`src/sv/afd_pkg.sv`:
```
// Shared types and constants for the addressed frame deframer.
// No dependencies; compiled before every other file.
`timescale 1ns / 1ps
package afd_pkg;

  localparam int unsigned CfgAddrW   = 3;
  localparam int unsigned CfgDataW   = 32;
  localparam logic [7:0]  LocalAddrRst = 8'h05;

  // register indexes (word offsets)
  localparam logic REG_LOCAL_ADDRESS = 1'b0;

  localparam logic [7:0] START_BYTE_A = 8'hAA;
  localparam logic [7:0] START_BYTE_B = 8'h55;
  localparam logic [7:0] END_BYTE_A   = 8'h55;
  localparam logic [7:0] END_BYTE_B   = 8'hAA;
  localparam logic [7:0] ER_FIRST     = 8'h45;  // 'E'
  localparam logic [7:0] ER_SECOND    = 8'h52;  // 'R'

  typedef enum logic [3:0] {
    PH_HUNT    = 4'd0,
    PH_START_B = 4'd1,
    PH_SOURCE  = 4'd2,
    PH_DEST    = 4'd3,
    PH_LENGTH  = 4'd4,
    PH_PAYLOAD = 4'd5,
    PH_CRC     = 4'd6,
    PH_END_A   = 4'd7,
    PH_END_B   = 4'd8
  } afd_phase_t;

  typedef struct packed {
    logic        data_valid;
    logic [7:0]  data_byte;
    logic [7:0]  payload_index;
    logic        frame_done;
    logic        frame_dropped;
    logic [7:0]  source_address;
    logic [7:0]  payload_length;
    logic [31:0] received_crc;
    logic        error_request;
  } afd_result_t;

endpackage

```
`src/sv/afd_channels.sv`:
```
// Handshake channel interfaces: received byte in, deframer result out.
// Depends on nothing; the top level uses both.
`timescale 1ns / 1ps
interface afd_in_if;
  logic       valid;
  logic       ready;
  logic [7:0] rx_byte;

  modport source (output valid, output rx_byte, input ready);
  modport sink   (input valid, input rx_byte, output ready);
endinterface

interface afd_out_if;
  logic        valid;
  logic        ready;
  logic        data_valid;
  logic [7:0]  data_byte;
  logic [7:0]  payload_index;
  logic        frame_done;
  logic        frame_dropped;
  logic [7:0]  source_address;
  logic [7:0]  payload_length;
  logic [31:0] received_crc;
  logic        error_request;

  modport source (output valid, output data_valid, output data_byte,
                  output payload_index, output frame_done, output frame_dropped,
                  output source_address, output payload_length,
                  output received_crc, output error_request, input ready);
  modport sink   (input valid, input data_valid, input data_byte,
                  input payload_index, input frame_done, input frame_dropped,
                  input source_address, input payload_length,
                  input received_crc, input error_request, output ready);
endinterface

```
`src/sv/afd_parser.sv`:
```
// Frame parser: phase register, counters and held header fields, plus the
// per-beat result decode. Depends on afd_pkg.
`timescale 1ns / 1ps
module afd_parser (
  input  logic               clk,
  input  logic               rst_n,
  input  logic               step_en,
  input  logic [7:0]         rx_byte,
  input  logic [7:0]         local_address,
  output afd_pkg::afd_result_t result
);
  import afd_pkg::*;

  afd_phase_t  phase_r, phase_nxt;
  logic [7:0]  count_r, count_nxt;
  logic [7:0]  length_r, length_nxt;
  logic [7:0]  source_r, source_nxt;
  logic [31:0] crc_r, crc_nxt;
  logic [1:0]  er_r, er_nxt;
  logic [7:0]  count_inc;

  assign count_inc = count_r + 8'd1;

  always_ff @(posedge clk) begin
    if (!rst_n) begin
      phase_r  <= PH_HUNT;
      count_r  <= '0;
      length_r <= '0;
      source_r <= '0;
      crc_r    <= '0;
      er_r     <= '0;
    end else if (step_en) begin
      phase_r  <= phase_nxt;
      count_r  <= count_nxt;
      length_r <= length_nxt;
      source_r <= source_nxt;
      crc_r    <= crc_nxt;
      er_r     <= er_nxt;
    end
  end

  always_comb begin
    phase_nxt  = phase_r;
    count_nxt  = count_r;
    length_nxt = length_r;
    source_nxt = source_r;
    crc_nxt    = crc_r;
    er_nxt     = er_r;
    result     = '0;
    unique case (phase_r)
      PH_HUNT: begin
        if (rx_byte == START_BYTE_A) phase_nxt = PH_START_B;
      end
      PH_START_B: begin
        if (rx_byte == START_BYTE_B) begin
          phase_nxt = PH_SOURCE;
        end else begin
          result.frame_dropped = 1'b1;
          phase_nxt = PH_HUNT;
        end
      end
      PH_SOURCE: begin
        source_nxt = rx_byte;
        phase_nxt  = PH_DEST;
      end
      PH_DEST: begin
        if (rx_byte == local_address) begin
          phase_nxt = PH_LENGTH;
        end else begin
          result.frame_dropped = 1'b1;
          phase_nxt = PH_HUNT;
        end
      end
      PH_LENGTH: begin
        length_nxt = rx_byte;
        count_nxt  = '0;
        er_nxt     = '0;
        crc_nxt    = '0;
        // empty payload goes straight to the CRC bytes
        phase_nxt  = (rx_byte == 8'd0) ? PH_CRC : PH_PAYLOAD;
      end
      PH_PAYLOAD: begin
        result.data_valid    = 1'b1;
        result.data_byte     = rx_byte;
        result.payload_index = count_r;
        if (count_r == 8'd0 && rx_byte == ER_FIRST)  er_nxt[0] = 1'b1;
        if (count_r == 8'd1 && rx_byte == ER_SECOND) er_nxt[1] = 1'b1;
        // 8-bit wrap of the incremented count is intended
        if (count_inc >= length_r) begin
          count_nxt = '0;
          phase_nxt = PH_CRC;
        end else begin
          count_nxt = count_inc;
        end
      end
      PH_CRC: begin
        crc_nxt = {crc_r[23:0], rx_byte};
        if (count_r >= 8'd3) begin
          count_nxt = '0;
          phase_nxt = PH_END_A;
        end else begin
          count_nxt = count_inc;
        end
      end
      PH_END_A: begin
        if (rx_byte == END_BYTE_A) begin
          phase_nxt = PH_END_B;
        end else begin
          result.frame_dropped = 1'b1;
          phase_nxt = PH_HUNT;
        end
      end
      PH_END_B: begin
        if (rx_byte == END_BYTE_B) begin
          result.frame_done     = 1'b1;
          result.source_address = source_r;
          result.payload_length = length_r;
          result.received_crc   = crc_r;
          result.error_request  = &er_r;
        end else begin
          result.frame_dropped = 1'b1;
        end
        phase_nxt = PH_HUNT;
      end
      default: phase_nxt = PH_HUNT;
    endcase
  end

endmodule

```
`src/sv/addressed_frame_deframer_top.sv`:
```
// Channel      Dir   Width      Notes
// in_bus       in    8          rx_byte, one received byte per beat
// out_bus      out   1+8+8+...  one result beat per input beat
// psel/paddr.. in    32 data    local_address at byte offset 0
//
// One result per input byte, available the cycle after the byte is taken;
// sustained rate is one byte per clock while out_bus.ready stays high,
// through the phase register update. rst_n is synchronous: phase returns to
// hunting, local_address to 5. A held result blocks new input only while
// out_bus.ready is low; input and output are parted by the result register.
// Depends on afd_pkg, afd_channels and afd_parser.
`timescale 1ns / 1ps
module addressed_frame_deframer_top #(
  parameter logic [7:0] LOCAL_ADDR_RST = afd_pkg::LocalAddrRst
) (
  input  logic                          clk,
  input  logic                          rst_n,
  afd_in_if.sink                        in_bus,
  afd_out_if.source                     out_bus,
  input  logic                          psel,
  input  logic                          penable,
  input  logic                          pwrite,
  input  logic [afd_pkg::CfgAddrW-1:0]  paddr,
  input  logic [afd_pkg::CfgDataW-1:0]  pwdata,
  output logic [afd_pkg::CfgDataW-1:0]  prdata,
  output logic                          pready
);
  import afd_pkg::*;

  logic        addr_hit;
  logic [7:0]  local_address_r;
  logic        cfg_write;
  logic        in_fire;
  logic        out_valid_r;
  afd_result_t result;
  afd_result_t res_r;

  assign addr_hit  = (paddr[CfgAddrW-1:2] == REG_LOCAL_ADDRESS) &&
                     (paddr[1:0] == 2'b00);
  assign pready    = 1'b1;
  assign cfg_write = psel && penable && pwrite && pready;

  always_ff @(posedge clk) begin
    if (!rst_n) begin
      local_address_r <= LOCAL_ADDR_RST;
    end else if (cfg_write && addr_hit) begin
      local_address_r <= pwdata[7:0];
    end
  end

  always_comb begin
    prdata = '0;
    if (addr_hit) prdata = {{(CfgDataW-8){1'b0}}, local_address_r};
  end

  assign in_bus.ready = !out_valid_r || out_bus.ready;
  assign in_fire      = in_bus.valid && in_bus.ready;

  afd_parser u_parser (
    .clk           (clk),
    .rst_n         (rst_n),
    .step_en       (in_fire),
    .rx_byte       (in_bus.rx_byte),
    .local_address (local_address_r),
    .result        (result)
  );

  always_ff @(posedge clk) begin
    if (!rst_n) begin
      out_valid_r <= 1'b0;
    end else if (in_bus.ready) begin
      out_valid_r <= in_bus.valid;
    end
  end

  always_ff @(posedge clk) begin
    if (in_fire) res_r <= result;
  end

  assign out_bus.valid          = out_valid_r;
  assign out_bus.data_valid     = res_r.data_valid;
  assign out_bus.data_byte      = res_r.data_byte;
  assign out_bus.payload_index  = res_r.payload_index;
  assign out_bus.frame_done     = res_r.frame_done;
  assign out_bus.frame_dropped  = res_r.frame_dropped;
  assign out_bus.source_address = res_r.source_address;
  assign out_bus.payload_length = res_r.payload_length;
  assign out_bus.received_crc   = res_r.received_crc;
  assign out_bus.error_request  = res_r.error_request;

  a_fire_gives_beat: assert property (@(posedge clk) disable iff (!rst_n)
    in_fire |=> out_valid_r)
    else $error("accepted byte produced no result beat");

  a_stall_blocks_input: assert property (@(posedge clk) disable iff (!rst_n)
    (out_valid_r && !out_bus.ready) |-> !in_bus.ready)
    else $error("input taken while result beat is stalled");

  a_done_drop_excl: assert property (@(posedge clk) disable iff (!rst_n)
    out_valid_r |-> !(res_r.frame_done && res_r.frame_dropped))
    else $error("frame both done and dropped");

  a_data_not_done: assert property (@(posedge clk) disable iff (!rst_n)
    out_valid_r |-> !(res_r.data_valid && (res_r.frame_done || res_r.frame_dropped)))
    else $error("payload beat flagged as frame end");

  a_er_needs_len2: assert property (@(posedge clk) disable iff (!rst_n)
    (out_valid_r && res_r.error_request) |-> (res_r.payload_length >= 8'd2))
    else $error("error request on frame shorter than two bytes");

endmodule
```
`src/flat_wrapper.sv`:
```
// flat-port wrapper written by rule: the top's interface ports become plain ports
module addressed_frame_deframer_top_flat import afd_pkg::*;
#(
  parameter logic [7:0] LOCAL_ADDR_RST = afd_pkg::LocalAddrRst
)
  (clk, rst_n, psel, penable, pwrite, paddr, pwdata, prdata, pready, in_bus_valid, in_bus_rx_byte, in_bus_ready, out_bus_valid, out_bus_data_valid, out_bus_data_byte, out_bus_payload_index, out_bus_frame_done, out_bus_frame_dropped, out_bus_source_address, out_bus_payload_length, out_bus_received_crc, out_bus_error_request, out_bus_ready);
  afd_in_if in_bus_i ();
  afd_out_if out_bus_i ();
  input  logic clk;
  input  logic rst_n;
  input  logic psel;
  input  logic penable;
  input  logic pwrite;
  input  logic [afd_pkg::CfgAddrW-1:0] paddr;
  input  logic [afd_pkg::CfgDataW-1:0] pwdata;
  output logic [afd_pkg::CfgDataW-1:0] prdata;
  output logic pready;
  input wire logic [$bits(in_bus_i.valid)-1:0] in_bus_valid;
  input wire logic [$bits(in_bus_i.rx_byte)-1:0] in_bus_rx_byte;
  output wire logic [$bits(in_bus_i.ready)-1:0] in_bus_ready;
  output wire logic [$bits(out_bus_i.valid)-1:0] out_bus_valid;
  output wire logic [$bits(out_bus_i.data_valid)-1:0] out_bus_data_valid;
  output wire logic [$bits(out_bus_i.data_byte)-1:0] out_bus_data_byte;
  output wire logic [$bits(out_bus_i.payload_index)-1:0] out_bus_payload_index;
  output wire logic [$bits(out_bus_i.frame_done)-1:0] out_bus_frame_done;
  output wire logic [$bits(out_bus_i.frame_dropped)-1:0] out_bus_frame_dropped;
  output wire logic [$bits(out_bus_i.source_address)-1:0] out_bus_source_address;
  output wire logic [$bits(out_bus_i.payload_length)-1:0] out_bus_payload_length;
  output wire logic [$bits(out_bus_i.received_crc)-1:0] out_bus_received_crc;
  output wire logic [$bits(out_bus_i.error_request)-1:0] out_bus_error_request;
  input wire logic [$bits(out_bus_i.ready)-1:0] out_bus_ready;
  assign in_bus_i.valid = in_bus_valid;
  assign in_bus_i.rx_byte = in_bus_rx_byte;
  assign in_bus_ready = in_bus_i.ready;
  assign out_bus_valid = out_bus_i.valid;
  assign out_bus_data_valid = out_bus_i.data_valid;
  assign out_bus_data_byte = out_bus_i.data_byte;
  assign out_bus_payload_index = out_bus_i.payload_index;
  assign out_bus_frame_done = out_bus_i.frame_done;
  assign out_bus_frame_dropped = out_bus_i.frame_dropped;
  assign out_bus_source_address = out_bus_i.source_address;
  assign out_bus_payload_length = out_bus_i.payload_length;
  assign out_bus_received_crc = out_bus_i.received_crc;
  assign out_bus_error_request = out_bus_i.error_request;
  assign out_bus_i.ready = out_bus_ready;
  addressed_frame_deframer_top #(.LOCAL_ADDR_RST(LOCAL_ADDR_RST)) u_core (.clk(clk), .rst_n(rst_n), .in_bus(in_bus_i), .out_bus(out_bus_i), .psel(psel), .penable(penable), .pwrite(pwrite), .paddr(paddr), .pwdata(pwdata), .prdata(prdata), .pready(pready));
endmodule
```
`config.mk`:
```
export PLATFORM = sky130hd
export DESIGN_NAME = addressed_frame_deframer_top_flat
export DESIGN_NICKNAME = d
export VERILOG_FILES = /design/src/sv/afd_pkg.sv /design/src/sv/afd_channels.sv /design/src/sv/afd_parser.sv /design/src/sv/addressed_frame_deframer_top.sv /design/src/flat_wrapper.sv
export SDC_FILE = /design/constraint.sdc
export NUM_CORES = 1
export LEC_CHECK = 0
export BUFFER_PORTS_ARGS = -buffer_cell sky130_fd_sc_hd__clkbuf_2
export CAP_MARGIN = 40
export CORE_MARGIN = 2
export CORE_UTILIZATION = 53
export CTS_CLUSTER_SIZE = 24
export DETAILED_ROUTE_END_ITERATION = 10
export MAX_ROUTING_LAYER = met4
export PLACE_DENSITY = 0.85
export SETUP_SLACK_MARGIN = 0.1
export SYNTH_ARGS = -nofsm -noshare
export SYNTH_HDL_FRONTEND = slang
export SYNTH_HIERARCHICAL = 1
export SYNTH_SLANG_ARGS = --single-unit
```
`constraint.sdc`:
```
create_clock -name clk -period 4.3 [get_ports clk]
set_clock_uncertainty 0.15 [all_clocks]
set_input_delay 0 -clock clk [delete_from_list [all_inputs] [get_ports clk]]
set_output_delay 0 -clock clk [all_outputs]
set_load 0.005 [all_outputs]
```
# After elaboration in Yosys (flattened, before gate mapping)
# Index checks and enable logic that the tools add are counted.
[classes]
order_cmp = 2
reduce_logical = 26
muxes = 22
bitwise_logic = 1
n_eq_ne = 19
n_addsub = 1
[ops]
columns = ["cell", "count"]
rows = [
  ["one-hot mux 32 bit (2 select lines)", 1],
  ["one-hot mux 4 bit (8 select lines)", 1],
  ["== test 8 x 7 -> 1 bit, second input constant", 3],
  ["2-to-1 mux 8 bit", 3],
  ["one-hot mux 8 bit (3 select lines)", 1],
  ["2-to-1 mux 17 bit", 1],
  ["== test 4 x 3 -> 1 bit, second input constant", 4],
  ["logical NOT 8 bit", 2],
  ["2-to-1 mux 4 bit", 4],
  ["AND reduction 2 bit", 6],
  ["inequality test 2 bit, second input constant", 5],
  ["adder 8 x 1 -> 8 bit, second input constant", 1],
  ["== test 4 x 2 -> 1 bit, second input constant", 2],
  ["== test 8 x 1 -> 1 bit, second input constant", 1],
  ["== test 8 bit", 1],
  ["== test 8 bit, second input constant", 1],
  [">= comparator 8 x 2 -> 1 bit, second input constant", 1],
  [">= comparator 8 bit", 1],
  ["logical AND 1 bit", 7],
  ["2-to-1 mux 1 bit", 6],
  ["AND reduction 3 bit", 2],
  ["== test 4 x 1 -> 1 bit, second input constant", 1],
  ["== test 4 bit, second input constant", 1],
  ["logical NOT 4 bit", 1],
  ["12 further kinds", 14],
]
[word_totals]
output_inout_bits = 103
inputBits = 50
ff_bits = 139
word_cells = 89

# Logic depth before layout (Yosys ltp)
[logic_depth]
depth_word = 4
ltp_mapped = 10
mapped_depth_nobuf = 10

# Cells and area by module
# Netlist, hierarchy kept.
[modules_own_cells]
columns = ["mod", "seq_area_each_um2", "cells_per_inst", "area_each_um2", "n_inst"]
rows = [
  ["afd_parser", 1241.2, 412, 3500.9, 1],
  ["addressed_frame_deframer_top", 2222.1, 146, 2690.1, 1],
]

# Least setup slack after synthesis
# No wires, ideal clock.
[synth_timing]
path_kind = "reg2reg"
start = "register u_core.out_valid_r, in the netlist u_core/out_bus.valid"
end = "register u_core.u_parser.crc_r[0]"
arrival_ps = 3474
setup_slack_ps = 611
required_ps = 4085
period_less_slack_ps = 3689
setup_ps = 65
stages_incl_launch_ff = 8
path_cell_list = "dfxtp_1 nand2b_1 and2_1 nand3b_1 nor3b_1 clkbuf_1 a22oi_1 nor2b_1"
[synth_via]
elab_chain_cells = 4
[synth_rtl]
columns = ["item", "line", "source"]
rows = [
  ["start, declared", "addressed_frame_deframer_top.sv:34", "logic out_valid_r;"],
  ["start signal, assigned", "addressed_frame_deframer_top.sv:72", "out_valid_r <= in_bus.valid;"],
  ["logical NOT 1 bit", "addressed_frame_deframer_top.sv:56", "assign in_bus.ready = !out_valid_r || out_bus.ready;"],
  ["logical OR 1 bit", "addressed_frame_deframer_top.sv:56", ""],
  ["named net in_bus_ready", "flat_wrapper.sv:20", "output wire logic [$bits(in_bus_i.ready)-1:0] in_bus_ready;"],
  ["logical AND 1 bit", "addressed_frame_deframer_top.sv:57", "assign in_fire = in_bus.valid && in_bus.ready;"],
  ["named net u_core.in_fire", "addressed_frame_deframer_top.sv:33", "logic in_fire;"],
  ["AND reduction 2 bit (no line)", "n/a", ""],
  ["end signal, assigned", "afd_parser.sv:37", "crc_r <= crc_nxt;"],
  ["end, declared", "afd_parser.sv:18", "logic [31:0] crc_r, crc_nxt;"],
]
# The timed path passes the listed nets, and every way through them passes these cells.
# A chain may end at the register's enable or synchronous reset.

# Worst setup path in the final report
[layout_timing]
start = "register u_core.u_parser.count_r[0]"
end = "register u_core.u_parser.phase_r[2]"
[layout_via]
elab_chain_cells = 4
elab_cells_between_ends = 6
[layout_rtl]
columns = ["item", "line", "source"]
rows = [
  ["start, declared", "afd_parser.sv:15", "logic [7:0] count_r, count_nxt;"],
  ["start signal, assigned", "afd_parser.sv:34", "count_r <= count_nxt;"],
  ["adder 8 x 1 -> 8 bit", "afd_parser.sv:22", "assign count_inc = count_r + 8'd1;"],
  [">= comparator 8 bit", "afd_parser.sv:89", "if (count_inc >= length_r) begin"],
  ["inequality test 2 bit (no line)", "n/a", ""],
  ["AND reduction 4 bit (no line) *", "n/a", ""],
  ["end signal, assigned", "afd_parser.sv:33", "phase_r <= phase_nxt;"],
  ["end, declared", "afd_parser.sv:14", "afd_phase_t phase_r, phase_nxt;"],
]
# Mark *: on every way between the ends. The rest lies on a longest branch, timed or not.

==> metrics.yaml <==
crit_path_end_kind: "register"
clk_pin_slew_worst_paths_ns: 0.06
portBuffers: 103
synth_top_area_share: 0.330
hpwl_um: 8680
multi_input_area_um2: 2400
worst_slew_pin_slew_ns: 1.00
dr.pass1.iters: 6
htree_levels: 4
post_cts_buffers: 0
synth_area_leaders: "edfxtp_1 (33%), dfxtp_1 (23%), and2_1 (6.5%)"
ctsResizeCount: 0
die_w_um: 112
status: "finished clean"
synth_seq_cells: 139
via_per_inst: 5.47
areaGrowthSynthToFinish_pct: 21.7
io_pins: 153
ys_types: 56
async_flop_share: 0
detail-route-antenna-nets: 0
cts_sinks: 139
clock_path_buffers: 2
p_leak_nw: 3.04
synth_cells: 558
synth_ff_type: "dfxtp_1"
grt_use_total: 0.221
drv_slew: 0
cap_violations: 0
diodes: 0
cts_buffers: 17
fin_setup_tns_ns: 0
drive_above_1_share: 0.223
final_nets: 733
grt_pass1_vias: 4314
die-area_um2: 12600
routedWlPerCell_um: 16.1
seq_area_frac_synth: 0.559
synth-edff-count: 68
worstPathArrival_ns: 3.15
first_iter_violations: 365
gp_congestion: 0.877
die_y_um: 112
crit_type: "register to register"
finalSetupViolations: 0
peakVddDrop_mv: 0.280
required_ns: 4.46
grt-ovfl-total: 0
synth_area_um2: 6190
clk_latency_ns: 0.41
rsz0062_at_grt: "false"
max-slew-margin-rel: 0.326
hold_path.class: "input port to register"
wl_um: 13400
grt_pass1_wl_um: 21400
grt_max_degree: 52
ctsHoldBuffers: 28
fin_crit_sh: 0.695
rows: 39
p_per_area_nw_per_um2: 394
coreArea_um2: 11400
worstSetupStartpointType: "register"
ys_warn_count: 6
yosys.area.top_type: "edfxtp_1"
ff_latch_area_um2: 3460
vias: 4530
hold_ws_ns: 0.0664
nFillCells: 819
root_buffer: "clkbuf_16"
period_minus_slack_ns: 2.99
initial_core_util: 0.542
fmax_mhz: 335
syn_avg_cell_area_um2: 11.1
cts_tree: "done"
grt_antenna_before_repair: 0
critical_path_peak_fanout: 7
hold_viol_final: 0
drc: 0
## cells in the final DEF (no fill, tap or decap), drive strengths merged, types with 6 or more instances in the layout
| master | n |
|---|---|
| nor2 | 16 |
| inv | 25 |
| o21ai | 6 |
| edfxtp | 68 |
| nand2 | 41 |
| dlygate4sd3 | 28 |
| dfxtp | 71 |
| xnor2 | 11 |
| a21oi | 6 |
| conb | 25 |
| a22oi | 32 |
| clkbuf | 120 |
| mux2i | 17 |
| ha | 11 |
| a21boi | 9 |
| nor2b | 41 |
| nand4 | 6 |
| and2 | 65 |
| nand3 | 9 |
| nor4 | 9 |
## metrics by stage
step	utilization	area, um2	setup WS, ns	instances	power (mW)
floorplan	-	6280	0.611	581	1.53
global placement	0.582	6640	1.50	766	1.57
detailed placement	0.584	6670	1.37	768	1.58
CTS	0.660	7530	1.35	828	2.99
global route	0.660	7530	1.13	828	3.06
finish	0.660	7530	1.31	828	2.97
## Yosys cell counts (all sizes together), types with 16 or more instances
cell	count
dfxtp	71
edfxtp	68
and2	65
nand2	41
nor2b	41
buf	36
a22oi	32
clkbuf	28
inv	17
mux2i	17
nor2	16
## flip-flops by register name, summed over array words and instances, names as in the netlist
signal / count
u_core/u_parser/crc_r: 32
u_core/u_parser/source_r: 8
u_core/out_bus.received_crc: 32
u_core/u_parser/phase_r: 4
u_core/u_parser/length_r: 8
u_core/out_bus.data_valid: 1
u_core/out_bus.source_address: 8
u_core/out_bus.valid: 1
u_core/out_bus.error_request: 1
u_core/out_bus.frame_done: 1
u_core/out_bus.frame_dropped: 1
u_core/out_bus.payload_index: 8
u_core/u_parser/count_r: 8
u_core/out_bus.data_byte: 8
u_core/local_address_r: 8
u_core/out_bus.payload_length: 8
u_core/u_parser/er_r: 2
## metal layers
layer | GRT usage | routed length, um
met2 | 0.364 | 6730
met3 | 0.0491 | 966
met5 | - | 0
met4 | 0.0707 | 209
met1 | 0.273 | 5450
## cell type report
cell class | instances | share of cell area
clock buffer | 17 | 0.0565
clock inverter | 15 | 0.0206
inverter | 17 | 0.00847
timing repair buffer | 136 | 0.113
tap | 143 | 0.0238
multi-input combinational | 361 | 0.318
sequential | 139 | 0.460
## worst max-delay path, stage by stage (launching register included)
cell      delay [ns]
dfxtp_1         0.47
ha_1            0.32
nand2_1         0.08
nor2_1          0.14
xnor2_1         0.19
ha_1            0.31
a21o_1          0.19
a211oi_1        0.29
o31a_1          0.34
nor2_1          0.16
a41o_1          0.25
## final timing paths
kind / startpoint / depth (start not counted) / endpoint / slack [ns]
min: rst_n / 3 / u_core/u_parser/phase_r[1]$_SDFFE_PN0P_ / 0.07
max reg2reg: u_core/u_parser/count_r[0]$_SDFFE_PN0P_ / 10 / u_core/u_parser/phase_r[2]$_SDFFE_PN0P_ / 1.31
max: u_core/u_parser/count_r[0]$_SDFFE_PN0P_ / 10 / u_core/u_parser/phase_r[2]$_SDFFE_PN0P_ / 1.31
min reg2reg: u_core/u_parser/length_r[3]$_SDFFE_PN0P_ / 2 / u_core/u_parser/length_r[3]$_SDFFE_PN0P_ / 0.33
## logic make-up (layout without fill, tap and decap cells)
logic type | after synthesis | in the layout | synth area share
xor+xnor | 16 | 16 | 0.0226
fa+ha+maj | 11 | 11 | 0.0222
flops | 139 | 139 | 0.559
compound gates | 72 | 72 | 0.0887
mux | 17 | 17 | 0.0275
buf+inv | 81 | 185 | 0.0691
other cells | 2 | 25 | 0.00121
simple gates | 220 | 220 | 0.209
## power breakdown
| part | total [mW] | switching (mW) | leakage [nW] | internal [mW] |
|---|---|---|---|---|
| Sequential | 1.43 | 0.0101 | 1.25 | 1.42 |
| Clock | 1.40 | 0.586 | 0.273 | 0.817 |
| Combinational | 0.133 | 0.0767 | 1.51 | 0.0565 |
| Total | 2.97 | 0.673 | 3.04 | 2.29 |
(Power assumes the default switching activity.)
